[src/sv/gbsd_pkg.sv]
// shared types, constants and helper function of the golomb bit-serial decoder
`default_nettype none

package gbsd_pkg;

    localparam int DIV_W          = 32;
    localparam int RS_W           = 33;
    localparam int BR_W           = 6;
    localparam int UB_W           = 6;
    localparam int VALUE_BITS_DEF = 32;

    localparam logic [DIV_W-1:0] DIVISOR_RESET = DIV_W'(2);

    typedef enum logic [1:0] {
        PH_UNARY = 2'd0,
        PH_REM   = 2'd1,
        PH_EXTRA = 2'd2
    } phase_t;

    // divisor and the code lengths derived from it
    typedef struct packed {
        logic [DIV_W-1:0] b;
        logic [UB_W-1:0]  ub;
        logic [UB_W-1:0]  lb;
        logic [RS_W-1:0]  nr;
    } cfg_t;

    function automatic cfg_t derive_cfg(input logic [DIV_W-1:0] div);
        cfg_t             c;
        logic [DIV_W-1:0] dm1;
        logic [UB_W-1:0]  k;
        c.b = (div < DIV_W'(2)) ? DIV_W'(1) : div;
        dm1 = c.b - DIV_W'(1);
        // ceil(log2 b) is the bit length of b-1
        k   = '0;
        for (int i = 0; i < DIV_W; i++) begin
            if (dm1[i]) begin
                k = UB_W'(i + 1);
            end
        end
        c.ub = k;
        c.lb = (k == '0) ? '0 : k - UB_W'(1);
        c.nr = (RS_W'(1) << k) - RS_W'(c.b);
        return c;
    endfunction

endpackage

`default_nettype wire

[src/sv/gbsd_cfg_regs.sv]
// divisor register with its derived code lengths
`default_nettype none

module gbsd_cfg_regs
    import gbsd_pkg::*;
(
    input  wire logic             aclk,
    input  wire logic             aresetn,
    input  wire logic             wr_en,
    input  wire logic [DIV_W-1:0] wr_divisor,
    output cfg_t                  cfg
);

    cfg_t cfg_reg;
    cfg_t cfg_next;

    // derived lengths are settled at write time, off the decode path
    always_comb begin
        cfg_next = cfg_reg;
        if (wr_en) begin
            cfg_next = derive_cfg(wr_divisor);
        end
    end

    always_ff @(posedge aclk) begin
        if (!aresetn) begin
            cfg_reg <= derive_cfg(DIVISOR_RESET);
        end else begin
            cfg_reg <= cfg_next;
        end
    end

    assign cfg = cfg_reg;

endmodule

`default_nettype wire

[src/sv/gbsd_step.sv]
// one decode step: next code state and the finished value for one code bit
`default_nettype none

module gbsd_step
    import gbsd_pkg::*;
#(
    parameter int VALUE_BITS = VALUE_BITS_DEF
) (
    input  wire cfg_t              cfg,
    input  wire logic              code_bit,
    input  wire phase_t            phase,
    input  wire logic [VALUE_BITS-1:0] base_sum,
    input  wire logic [RS_W-1:0]   rem_shift,
    input  wire logic [BR_W-1:0]   bits_read,
    input  wire logic              ovf_seen,
    output phase_t                 phase_next,
    output logic [VALUE_BITS-1:0]  base_sum_next,
    output logic [RS_W-1:0]        rem_shift_next,
    output logic [BR_W-1:0]        bits_read_next,
    output logic                   ovf_seen_next,
    output logic                   emit,
    output logic [VALUE_BITS-1:0]  emit_value,
    output logic                   emit_overflow
);

    localparam int SUM_W = ((VALUE_BITS > DIV_W) ? VALUE_BITS : DIV_W) + 1;
    localparam int TOT_W = ((VALUE_BITS > RS_W) ? VALUE_BITS : RS_W) + 1;
    localparam logic [SUM_W-1:0] MAXV_S = {{(SUM_W-VALUE_BITS){1'b0}}, {VALUE_BITS{1'b1}}};
    localparam logic [TOT_W-1:0] MAXV_T = {{(TOT_W-VALUE_BITS){1'b0}}, {VALUE_BITS{1'b1}}};

    logic [RS_W-1:0]  shifted;
    logic [RS_W-1:0]  extra_rs;
    logic [BR_W-1:0]  br_inc;
    logic [SUM_W-1:0] unary_sum;
    logic             rem_done;
    logic             rem_long;
    logic             nr_zero;
    logic             b_one;
    logic [RS_W-1:0]  rs_emit;
    logic [TOT_W-1:0] total;

    assign shifted   = {rem_shift[RS_W-2:0], code_bit};
    assign extra_rs  = shifted - cfg.nr;
    assign br_inc    = bits_read + BR_W'(1);
    assign unary_sum = SUM_W'(base_sum) + SUM_W'(cfg.b);
    assign rem_done  = (br_inc >= BR_W'(cfg.lb));
    assign rem_long  = (shifted >= cfg.nr);
    assign nr_zero   = (cfg.nr == '0);
    assign b_one     = (cfg.ub == '0);

    // phase sequencing
    always_comb begin
        unique case (phase)
            PH_REM: begin
                if (rem_done && rem_long) begin
                    phase_next = PH_EXTRA;
                end else if (rem_done) begin
                    phase_next = PH_UNARY;
                end else begin
                    phase_next = PH_REM;
                end
            end
            PH_EXTRA: begin
                phase_next = PH_UNARY;
            end
            default: begin
                if (code_bit || b_one) begin
                    phase_next = PH_UNARY;
                end else if (cfg.lb == '0) begin
                    phase_next = nr_zero ? PH_EXTRA : PH_UNARY;
                end else begin
                    phase_next = PH_REM;
                end
            end
        endcase
    end

    // datapath and result
    always_comb begin
        base_sum_next  = base_sum;
        rem_shift_next = rem_shift;
        bits_read_next = bits_read;
        ovf_seen_next  = ovf_seen;
        emit           = 1'b0;
        rs_emit        = '0;
        unique case (phase)
            PH_REM: begin
                rem_shift_next = shifted;
                bits_read_next = br_inc;
                emit           = rem_done && !rem_long;
                rs_emit        = shifted;
            end
            PH_EXTRA: begin
                emit    = 1'b1;
                rs_emit = extra_rs;
            end
            default: begin
                if (code_bit) begin
                    if (unary_sum > MAXV_S) begin
                        base_sum_next = {VALUE_BITS{1'b1}};
                        ovf_seen_next = 1'b1;
                    end else begin
                        base_sum_next = unary_sum[VALUE_BITS-1:0];
                    end
                end else begin
                    rem_shift_next = '0;
                    bits_read_next = '0;
                    emit           = b_one || (cfg.lb == '0 && !nr_zero);
                end
            end
        endcase
        // a finished code leaves the state clear for the next one
        if (emit) begin
            base_sum_next  = '0;
            rem_shift_next = '0;
            bits_read_next = '0;
            ovf_seen_next  = 1'b0;
        end
    end

    assign total = TOT_W'(base_sum) + TOT_W'(rs_emit);

    always_comb begin
        if (total > MAXV_T) begin
            emit_value    = {VALUE_BITS{1'b1}};
            emit_overflow = 1'b1;
        end else begin
            emit_value    = total[VALUE_BITS-1:0];
            emit_overflow = ovf_seen;
        end
    end

endmodule

`default_nettype wire

[src/sv/golomb_bit_serial_decoder_top.sv]
// golomb bit-serial decoder top level: input stage, code state and result register
//
// Usage:
//   s_valid/s_ready/s_code_bit carry one bit of the coded stream per beat, in
//   stream order. m_valid/m_ready/m_decoded_value/m_overflow carry one beat per
//   finished code: quotient*b + remainder, saturated at all ones with
//   m_overflow set when the true value does not fit.
//   cfg_valid/cfg_ready/cfg_divisor write the divisor b (reset 2); values 0
//   and 1 give a pure unary code. Write it only while no code bit is in flight.
//   A bit accepted goes into the input stage; its decode step then updates the
//   code state and loads any result it completes into the result register.
//   Throughput: one code bit per cycle while m_ready does not stall a result; the
//   decode step is a single registered pass of adds, a subtract and compares,
//   with the input stage and the result register as its two ends.
//   A stalled m_ready holds the result; one more bit may wait in the input stage,
//   then s_ready drops until the result beat is taken.
//   Reset (aresetn low, synchronous) empties both stages, puts the decoder at the
//   start of a code and sets the divisor to 2; no beat is taken while it is held.
`default_nettype none

module golomb_bit_serial_decoder_top
    import gbsd_pkg::*;
#(
    parameter int VALUE_BITS = VALUE_BITS_DEF
) (
    input  wire logic                  aclk,
    input  wire logic                  aresetn,
    input  wire logic                  s_valid,
    output logic                       s_ready,
    input  wire logic                  s_code_bit,
    output logic                       m_valid,
    input  wire logic                  m_ready,
    output logic [VALUE_BITS-1:0]      m_decoded_value,
    output logic                       m_overflow,
    input  wire logic                  cfg_valid,
    output logic                       cfg_ready,
    input  wire logic [DIV_W-1:0]      cfg_divisor
);

    cfg_t cfg;

    logic                  in_valid_reg;
    logic                  in_valid_next;
    logic                  in_bit_reg;
    logic                  in_bit_next;
    phase_t                phase_reg;
    phase_t                phase_next;
    logic [VALUE_BITS-1:0] base_sum_reg;
    logic [VALUE_BITS-1:0] base_sum_next;
    logic [RS_W-1:0]       rem_shift_reg;
    logic [RS_W-1:0]       rem_shift_next;
    logic [BR_W-1:0]       bits_read_reg;
    logic [BR_W-1:0]       bits_read_next;
    logic                  ovf_seen_reg;
    logic                  ovf_seen_next;
    logic                  m_valid_reg;
    logic                  m_valid_next;
    logic [VALUE_BITS-1:0] m_value_reg;
    logic [VALUE_BITS-1:0] m_value_next;
    logic                  m_ovf_reg;
    logic                  m_ovf_next;

    logic                  emit;
    logic [VALUE_BITS-1:0] emit_value;
    logic                  emit_overflow;
    logic                  advance;
    logic                  s_beat;

    assign cfg_ready = aresetn;

    gbsd_cfg_regs u_cfg (
        .aclk       (aclk),
        .aresetn    (aresetn),
        .wr_en      (cfg_valid && cfg_ready),
        .wr_divisor (cfg_divisor),
        .cfg        (cfg)
    );

    gbsd_step #(
        .VALUE_BITS (VALUE_BITS)
    ) u_step (
        .cfg            (cfg),
        .code_bit       (in_bit_reg),
        .phase          (phase_reg),
        .base_sum       (base_sum_reg),
        .rem_shift      (rem_shift_reg),
        .bits_read      (bits_read_reg),
        .ovf_seen       (ovf_seen_reg),
        .phase_next     (phase_next),
        .base_sum_next  (base_sum_next),
        .rem_shift_next (rem_shift_next),
        .bits_read_next (bits_read_next),
        .ovf_seen_next  (ovf_seen_next),
        .emit           (emit),
        .emit_value     (emit_value),
        .emit_overflow  (emit_overflow)
    );

    // a bit is decoded once the result slot is free or being drained
    assign advance = in_valid_reg && (!m_valid_reg || m_ready);
    assign s_ready = aresetn && (!in_valid_reg || advance);
    assign s_beat  = s_valid && s_ready;

    always_comb begin
        in_valid_next = in_valid_reg;
        in_bit_next   = in_bit_reg;
        if (s_beat) begin
            in_valid_next = 1'b1;
            in_bit_next   = s_code_bit;
        end else if (advance) begin
            in_valid_next = 1'b0;
        end
    end

    always_comb begin
        m_value_next = m_value_reg;
        m_ovf_next   = m_ovf_reg;
        if (advance) begin
            m_valid_next = emit;
            if (emit) begin
                m_value_next = emit_value;
                m_ovf_next   = emit_overflow;
            end
        end else begin
            m_valid_next = m_valid_reg && !m_ready;
        end
    end

    always_ff @(posedge aclk) begin
        if (!aresetn) begin
            in_valid_reg  <= 1'b0;
            m_valid_reg   <= 1'b0;
            phase_reg     <= PH_UNARY;
            base_sum_reg  <= '0;
            rem_shift_reg <= '0;
            bits_read_reg <= '0;
            ovf_seen_reg  <= 1'b0;
        end else begin
            in_valid_reg <= in_valid_next;
            m_valid_reg  <= m_valid_next;
            if (advance) begin
                phase_reg     <= phase_next;
                base_sum_reg  <= base_sum_next;
                rem_shift_reg <= rem_shift_next;
                bits_read_reg <= bits_read_next;
                ovf_seen_reg  <= ovf_seen_next;
            end
        end
    end

    always_ff @(posedge aclk) begin
        in_bit_reg  <= in_bit_next;
        m_value_reg <= m_value_next;
        m_ovf_reg   <= m_ovf_next;
    end

    assign m_valid         = m_valid_reg;
    assign m_decoded_value = m_value_reg;
    assign m_overflow      = m_ovf_reg;

endmodule

`default_nettype wire

[config.mk]
export PLATFORM = sky130hd
export DESIGN_NAME = golomb_bit_serial_decoder_top
export DESIGN_NICKNAME = d
export VERILOG_FILES = /design/src/sv/gbsd_pkg.sv /design/src/sv/gbsd_cfg_regs.sv /design/src/sv/gbsd_step.sv /design/src/sv/golomb_bit_serial_decoder_top.sv
export SDC_FILE = /design/constraint.sdc
export NUM_CORES = 1
export LEC_CHECK = 0
export BUFFER_PORTS_ARGS = -buffer_cell sky130_fd_sc_hd__buf_4
export CAP_MARGIN = 20
export CORE_MARGIN = 10
export CORE_UTILIZATION = 25
export DETAILED_ROUTE_END_ITERATION = 10
export PLACE_DENSITY = 0.37
export SYNTH_ARGS = -nofsm -noshare
export SYNTH_HDL_FRONTEND = slang
export SYNTH_SLANG_ARGS = --single-unit
export TNS_END_PERCENT = 5
[constraint.sdc]
create_clock -name aclk -period 10.85 [get_ports aclk]
set_input_delay 1.6275 -clock aclk [delete_from_list [all_inputs] [get_ports aclk]]
set_output_delay 1.6275 -clock aclk [all_outputs]
set_load 0.02 [all_outputs]
==> out/results.ini, run 1 <==
[pwr]
p_switching_uw=589
power_frac_clock_pct=37.9
combPwrFrac_pct=20.0
seq_power_share_pct=42.1
p_leak_nw=7.78
ir_drop_v=0.000123
power.density_nw_per_um2=103
p_int_mw=1.22
switching_share_pct=32.6

[clock_network]
cts-htree-levels=4
clk_pin_slew_ns=0.07
hold_buffers=0
clk_path_buf_depth=2
cts_buffers=17
cts_resized=0
clk_latency_ns=0.50
tritoncts=built
post_cts_buffers=0
cts_sinks=186
cts_root_buf=clkbuf_16

[detailed_routing]
drt-initial-drc-count=834
antenna_left=0
wl_per_cell_um=20.0
drtPass1Iterations=5
drc_errors=0
viasPerCell=5.03
totalWireLength_mm=55.2
vias=13902

[place]
dp_hpwl_mm=44.6
post-place-ws_ns=1.12
dp.cells=2732
place.gp.congestion=0.873
io_buffers=73

[setup_path]
path_common_cell=ha_1
crit_start=cfg_divisor[2]
worstSetupEndpointType=flip-flop
crit_slowest_cell=nand4_1
start_kind=primary input
required_ns=11.23
r2r-start=in_bit_reg
r2r_cells=27
critPathArrivalTime_ns=9.62
r2r_slack_ns=3.59
crit_path_max_incr_delay_ns=0.80
critPathKind=primary input to flip-flop
path_max_fanout=21
r2r-end=m_decoded_value[24]

[timing]
fin_ws_ns=1.61
setup_violations=0
fmax_mhz=108
drv_slew=0
finalCritPeriodShare_pct=85.2
tns_ns=0
slew_headroom_pct=38.2
rsz0062_at_grt=no
min_period_ns=9.24
worstMarginPinSlew_ns=0.924
hold_viol_final=0
skew_ns=0.0165

[logic_synthesis]
async_flop_share_pct=0
ys.flop_type=dfxtp_1
synth_cell_types=103
syn_area_um2=15500
synth_edf_count=34
ys_seq_area_share_pct=26.1
synth_seq_cells=186
yosysWarnings=0
syn_nets=2074
syn_inst=1887
syn_avg_cell_area_um2=8.24

[floorplanning]
initial_utilization_pct=25.2
core_um2=61600
die_w_um=269
core.rowCount=91
io_pins=74
die_area_um2=72500
die_y_um=269

[run_status]
outcome=completed

[global_routing]
grt_antenna_before_repair=1
grt_pass1_vias=13764
grt_first_pass_wirelength_mm=84.8
grt-ovfl-total=0
grt_max_degree=70
track_usage_pct=15.0

[finish]
largest_register_ffs=77
drive_above_1_share_pct=9.02
utilization_pct=28.5
antenna_cells=0
area_delta_synth_final_pct=12.9
nNetsFinal=2102
final_cells=2765
nFillCells=6660

[flow_run]
cap_violations=0

[hold_path]
hold_start=u_cfg.cfg[42]
hold_path_depth=2
whs_endpoint=u_cfg.cfg[42]
hold_path.class=flip-flop to flip-flop

==> power by group through the flow <==
stage / registers [mW] / logic [mW] / clock network (mW)
floorplan: 0.764 / 0.245 / 0
finish: 0.761 / 0.362 / 0.686
global route: 0.764 / 0.402 / 0.737
detailed placement: 0.777 / 0.361 / 0
global placement: 0.777 / 0.363 / 0
CTS: 0.761 / 0.364 / 0.713
==> metrics by stage <==
step | cell area (um^2) | hold slack, ns | power [mW]
2_1_floorplan | 15500 | 0.428 | 1.01
3_3_place_gp | 16900 | 0.467 | 1.14
3_5_place_dp | 16900 | 0.472 | 1.14
4_1_cts | 17500 | 0.484 | 1.84
5_1_grt | 17600 | 0.507 | 1.90
6_report | 17600 | 0.480 | 1.81
==> metal layers <==
layer | up-vias | GRT usage [%] | wire length [um]
met5 | - | 0 | 22
met4 | 4 | 4.89 | 1250
met3 | 56 | 2.29 | 2120
met2 | 213 | 23.2 | 24500
met1 | 6621 | 21.0 | 27300
li1 | 7008 | - | -
==> how the worst max path moves through the flow <==
stage	depth (start not counted)	to	slack, ns
after global routing	32	u_cfg.cfg[28]	1.02
after floorplan	33	u_cfg.cfg[28]	2.39
after global placement	32	u_cfg.cfg[28]	1.23
after CTS	32	u_cfg.cfg[28]	1.62
final	32	u_cfg.cfg[28]	1.61
after detailed placement	32	u_cfg.cfg[28]	1.12
==> cells by family (layout without fill, tap and decap cells) <==
family | Yosys count | count (layout) | synth area share, %
fa+ha+maj | 149 | 149 | 12.2
simple gates | 613 | 613 | 20.1
xor+xnor | 111 | 111 | 6.26
flops | 186 | 186 | 26.1
mux | 66 | 66 | 4.30
buf+inv | 193 | 234 | 5.06
compound gates | 569 | 569 | 26.0
==> cell type report <==
class / count / area (um^2) / area share, %
well taps: 837 / 1050 / 5.97
clock inverters: 14 / 185 / 1.06
inverters: 114 / 428 / 2.44
clock buffers: 18 / 439 / 2.50
multi-input cells: 1508 / 10700 / 61.0
repair buffers: 88 / 673 / 3.84
flip-flops and latches: 186 / 4060 / 23.2
==> cells in the final DEF (no fill, tap or decap), types with 5 or more instances in the layout <==
cell / synthesis / layout
clkbuf_16: 0 / 17
a21oi_1: 116 / 115
o21ai_0: 73 / 73
o21ai_1: 8 / 8
and3_1: 19 / 19
mux2i_1: 63 / 63
nand3_1: 37 / 37
or2_2: 7 / 7
a31oi_1: 24 / 24
a21o_1: 63 / 63
nand4_1: 25 / 25
and4_1: 6 / 5
a311oi_1: 6 / 6
nor3_1: 38 / 38
xor2_1: 44 / 44
nor4_1: 25 / 25
or3_1: 8 / 8
and2_1: 28 / 28
o2bb2ai_1: 29 / 29
ha_1: 145 / 145
a22oi_1: 22 / 22
edfxtp_1: 34 / 34
a211oi_1: 26 / 26
o2111ai_1: 7 / 7
o211ai_1: 9 / 9
nand2_1: 131 / 131
a22o_1: 39 / 39
o21bai_1: 15 / 15
nor2_1: 209 / 208
a221oi_1: 5 / 5
nand2b_1: 26 / 26
xnor2_1: 67 / 67
nor2b_1: 16 / 16
inv_1: 113 / 112
o21a_1: 32 / 32
buf_4: 2 / 87
dfxtp_1: 152 / 152
o31ai_1: 11 / 11
==> critical path, delay by kind of cell <==
kind	cells	cell delay, ns
simple gates	10	2.70
buf+inv	4	0.53
compound gates	14	3.55
fa+ha+maj	4	1.17
==> cells in the mapped netlist, drive strengths merged (5+ instances only) <==
cell | n | area [um^2]
nor2b | 16 | 100
dfxtp | 152 | 3040
nand2 | 132 | 503
nand3 | 37 | 185
nor3b | 5 | 42.5
a22oi | 22 | 165
mux2i | 63 | 631
nor3 | 41 | 226
o21bai | 16 | 131
nor4 | 31 | 267
o32ai | 5 | 51.3
buf | 30 | 175
a21boi | 6 | 45.0
or2 | 8 | 50.1
a311oi | 7 | 67.6
o2bb2ai | 29 | 254
nand2b | 26 | 163
a221oi | 5 | 43.8
a21oi | 118 | 598
and2 | 28 | 175
or3 | 8 | 50.1
nand4 | 27 | 190
a22o | 39 | 342
ha | 145 | 1810
o22ai | 6 | 50.0
and3 | 19 | 119
clkbuf | 49 | 184
and4 | 8 | 72.6
xor2 | 44 | 385
nor2 | 211 | 802
xnor2 | 67 | 587
inv | 113 | 424
a211oi | 27 | 208
o211ai | 10 | 80.1
o31ai | 14 | 120
a2111oi | 5 | 45.0
edfxtp | 34 | 1020
a21o | 63 | 473
o2111ai | 7 | 61.3
a31oi | 24 | 150
o21ai | 82 | 422
o21a | 32 | 240
(Power assumes the default switching activity.)
==> run 2: changes to the inputs <==
--- a/config.mk
+++ b/config.mk
@@ -7,10 +7,11 @@
 export LEC_CHECK = 0
 export BUFFER_PORTS_ARGS = -buffer_cell sky130_fd_sc_hd__buf_4
 export CAP_MARGIN = 20
-export CORE_MARGIN = 10
+export CORE_MARGIN = 4
 export CORE_UTILIZATION = 25
 export DETAILED_ROUTE_END_ITERATION = 10
 export PLACE_DENSITY = 0.37
+export SKIP_LAST_GASP = 1
 export SYNTH_ARGS = -nofsm -noshare
 export SYNTH_HDL_FRONTEND = slang
 export SYNTH_SLANG_ARGS = --single-unit
==> constraint.sdc (replaced) <==
create_clock -name aclk -period 10.85 [get_ports aclk]
set_input_delay 1.085 -clock aclk [delete_from_list [all_inputs] [get_ports aclk]]
set_output_delay 1.085 -clock aclk [all_outputs]
set_load 0.02 [all_outputs]
==> run 2 against run 1 <==
Clock skew increased by 0.0029 ns. Design area decreased by 0.21%. Critical path depth decreased by 1. Clock power decreased by 5.5%. Fmax increased by 6.7%. Largest power group unchanged.
==> out/results.ini, run 2 (synthesized netlist as in run 1, its figures left out) <==
[setup_path]
start_kind=primary input
worstSetupEndpointType=flip-flop
required_ns=11.23
critPathArrivalTime_ns=9.03
crit_path_max_incr_delay_ns=0.60
critPathKind=primary input to flip-flop
crit_slowest_cell=nand4_1
path_max_fanout=21
path_common_cell=ha_1

[timing]
holdWs_ns=0.477
tns_ns=0
drv_slew=0
finalCritPeriodShare_pct=79.8
min_period_ns=8.66
setup_violations=0
hold_viol_final=0
fmax_mhz=116
slew_headroom_pct=34.7
worstMarginPinSlew_ns=0.976
skew_ns=0.0194
rsz0062_at_grt=no

[pwr]
ir_drop_v=0.000139
power.density_nw_per_um2=101
p_leak_nw=7.76
p_int_mw=1.18
switching_share_pct=33.2
combPwrFrac_pct=20.4
p_switching_uw=588
power_frac_clock_pct=36.6
seq_power_share_pct=42.9

[clock_network]
cts_root_buf=clkbuf_16
clk_latency_ns=0.50
tritoncts=built
clk_pin_slew_ns=0.07
post_cts_buffers=0
cts-htree-levels=4
hold_buffers=0
cts_resized=0
clk_path_buf_depth=2
cts_sinks=186
cts_buffers=17

[finish]
nNetsFinal=2103
drive_above_1_share_pct=8.97
multi_input_area_um2=10700
regArea_um2=4060
area_delta_synth_final_pct=12.7
nFillCells=6656
final_cell_mix=208 x nor2_1, 152 x dfxtp_1, 145 x ha_1
final_common_cell=nor2_1
utilization_pct=28.4
antenna_cells=0
largest_register_ffs=77

[hold_path]
hold_path.class=flip-flop to flip-flop

[floorplanning]
die_area_um2=66200
core.rowCount=91
die_w_um=257
initial_utilization_pct=25.2
die_y_um=257
io_pins=74
core_um2=61600

[place]
dp_hpwl_mm=44.2
io_buffers=73
place.gp.congestion=0.876

[global_routing]
grt-ovfl-total=0
grt_pass1_vias=13588
use_met3_pct=2.49
met2_usage_pct=26.0
grt_first_pass_wirelength_mm=84.0
top_usage_layer=met2
track_usage_pct=16.4
met1_usage_pct=23.2
grt_max_degree=65
grt_antenna_before_repair=0

[detailed_routing]
totalWireLength_mm=54.9
drtPass1Iterations=5
antenna_left=0
drt-initial-drc-count=743
viasPerCell=5.02
wl_per_cell_um=19.8
vias=13898
drc_errors=0

[run_status]
outcome=completed

[flow_run]
cap_violations=0

-- run 2: cell types whose count changed in the layout (fill, tap and decap cells not counted) --
| cell | delta |
|---|---|
| clkinv_2 | -1 |
| clkbuf_8 | -1 |
| clkbuf_1 | +1 |
| buf_4 | +1 |
| clkinv_8 | -2 |
| clkinv_4 | -1 |
| clkbuf_16 | +1 |
| inv_6 | +1 |
| clkinv_1 | +1 |
| bufinv_16 | -2 |
| inv_8 | +3 |
-- run 2: layout make-up --
class	count	share of cell area, %
multi-input cells	1508	61.2
repair buffers	89	3.89
clock buffers	19	2.59
inverters	114	2.44
flip-flops and latches	186	23.2
clock inverters	13	0.714
well taps	837	5.98
-- run 2: power by group through the flow --
stage | logic (mW) | registers (mW) | clock network (mW)
3_3_place_gp | 0.364 | 0.777 | 0
6_report | 0.361 | 0.760 | 0.648
3_5_place_dp | 0.361 | 0.777 | 0
2_1_floorplan | 0.245 | 0.764 | 0
5_1_grt | 0.401 | 0.764 | 0.706
4_1_cts | 0.364 | 0.761 | 0.681
-- run 2: critical path: cells and delay by family --
kind,cells,cell delay [ns]
AO/OA/AOI/OAI,14,3.19
AND/OR/NAND/NOR,10,3.15
adder cells (fa/ha/maj),4,1.20
buffers and inverters,3,0.34
-- run 2: layer usage --
layer	part of all wire, %	wire length (um)
met4	2.2	1190
met3	3.1	1700
met5	0	0
met1	50	27500
met2	45	24500
-- run 2: stage by stage --
stage / total power, mW / instance area [um^2] / instances / setup slack (ns)
final: 1.77 / 17500 / 2766 / 2.19
after global routing: 1.87 / 17500 / 2766 / 1.52
after CTS: 1.81 / 17500 / 2765 / 2.24
after detailed placement: 1.14 / 16900 / 2733 / 1.73
after global placement: 1.14 / 16900 / 2733 / 1.84
after floorplan: 1.01 / 15500 / 1887 / 2.93
-- run 2: final timing paths --
kind / from / end / slack [ns] / depth (start not counted)
worst max-delay path: cfg_divisor[2] / u_cfg.cfg[28] / 2.19 / 31
worst min-delay path: u_cfg.cfg[42] / u_cfg.cfg[42] / 0.48 / 2
worst max register to register: in_bit_reg / m_decoded_value[24] / 3.70 / 27
worst min register to register: u_cfg.cfg[42] / u_cfg.cfg[42] / 0.48 / 2
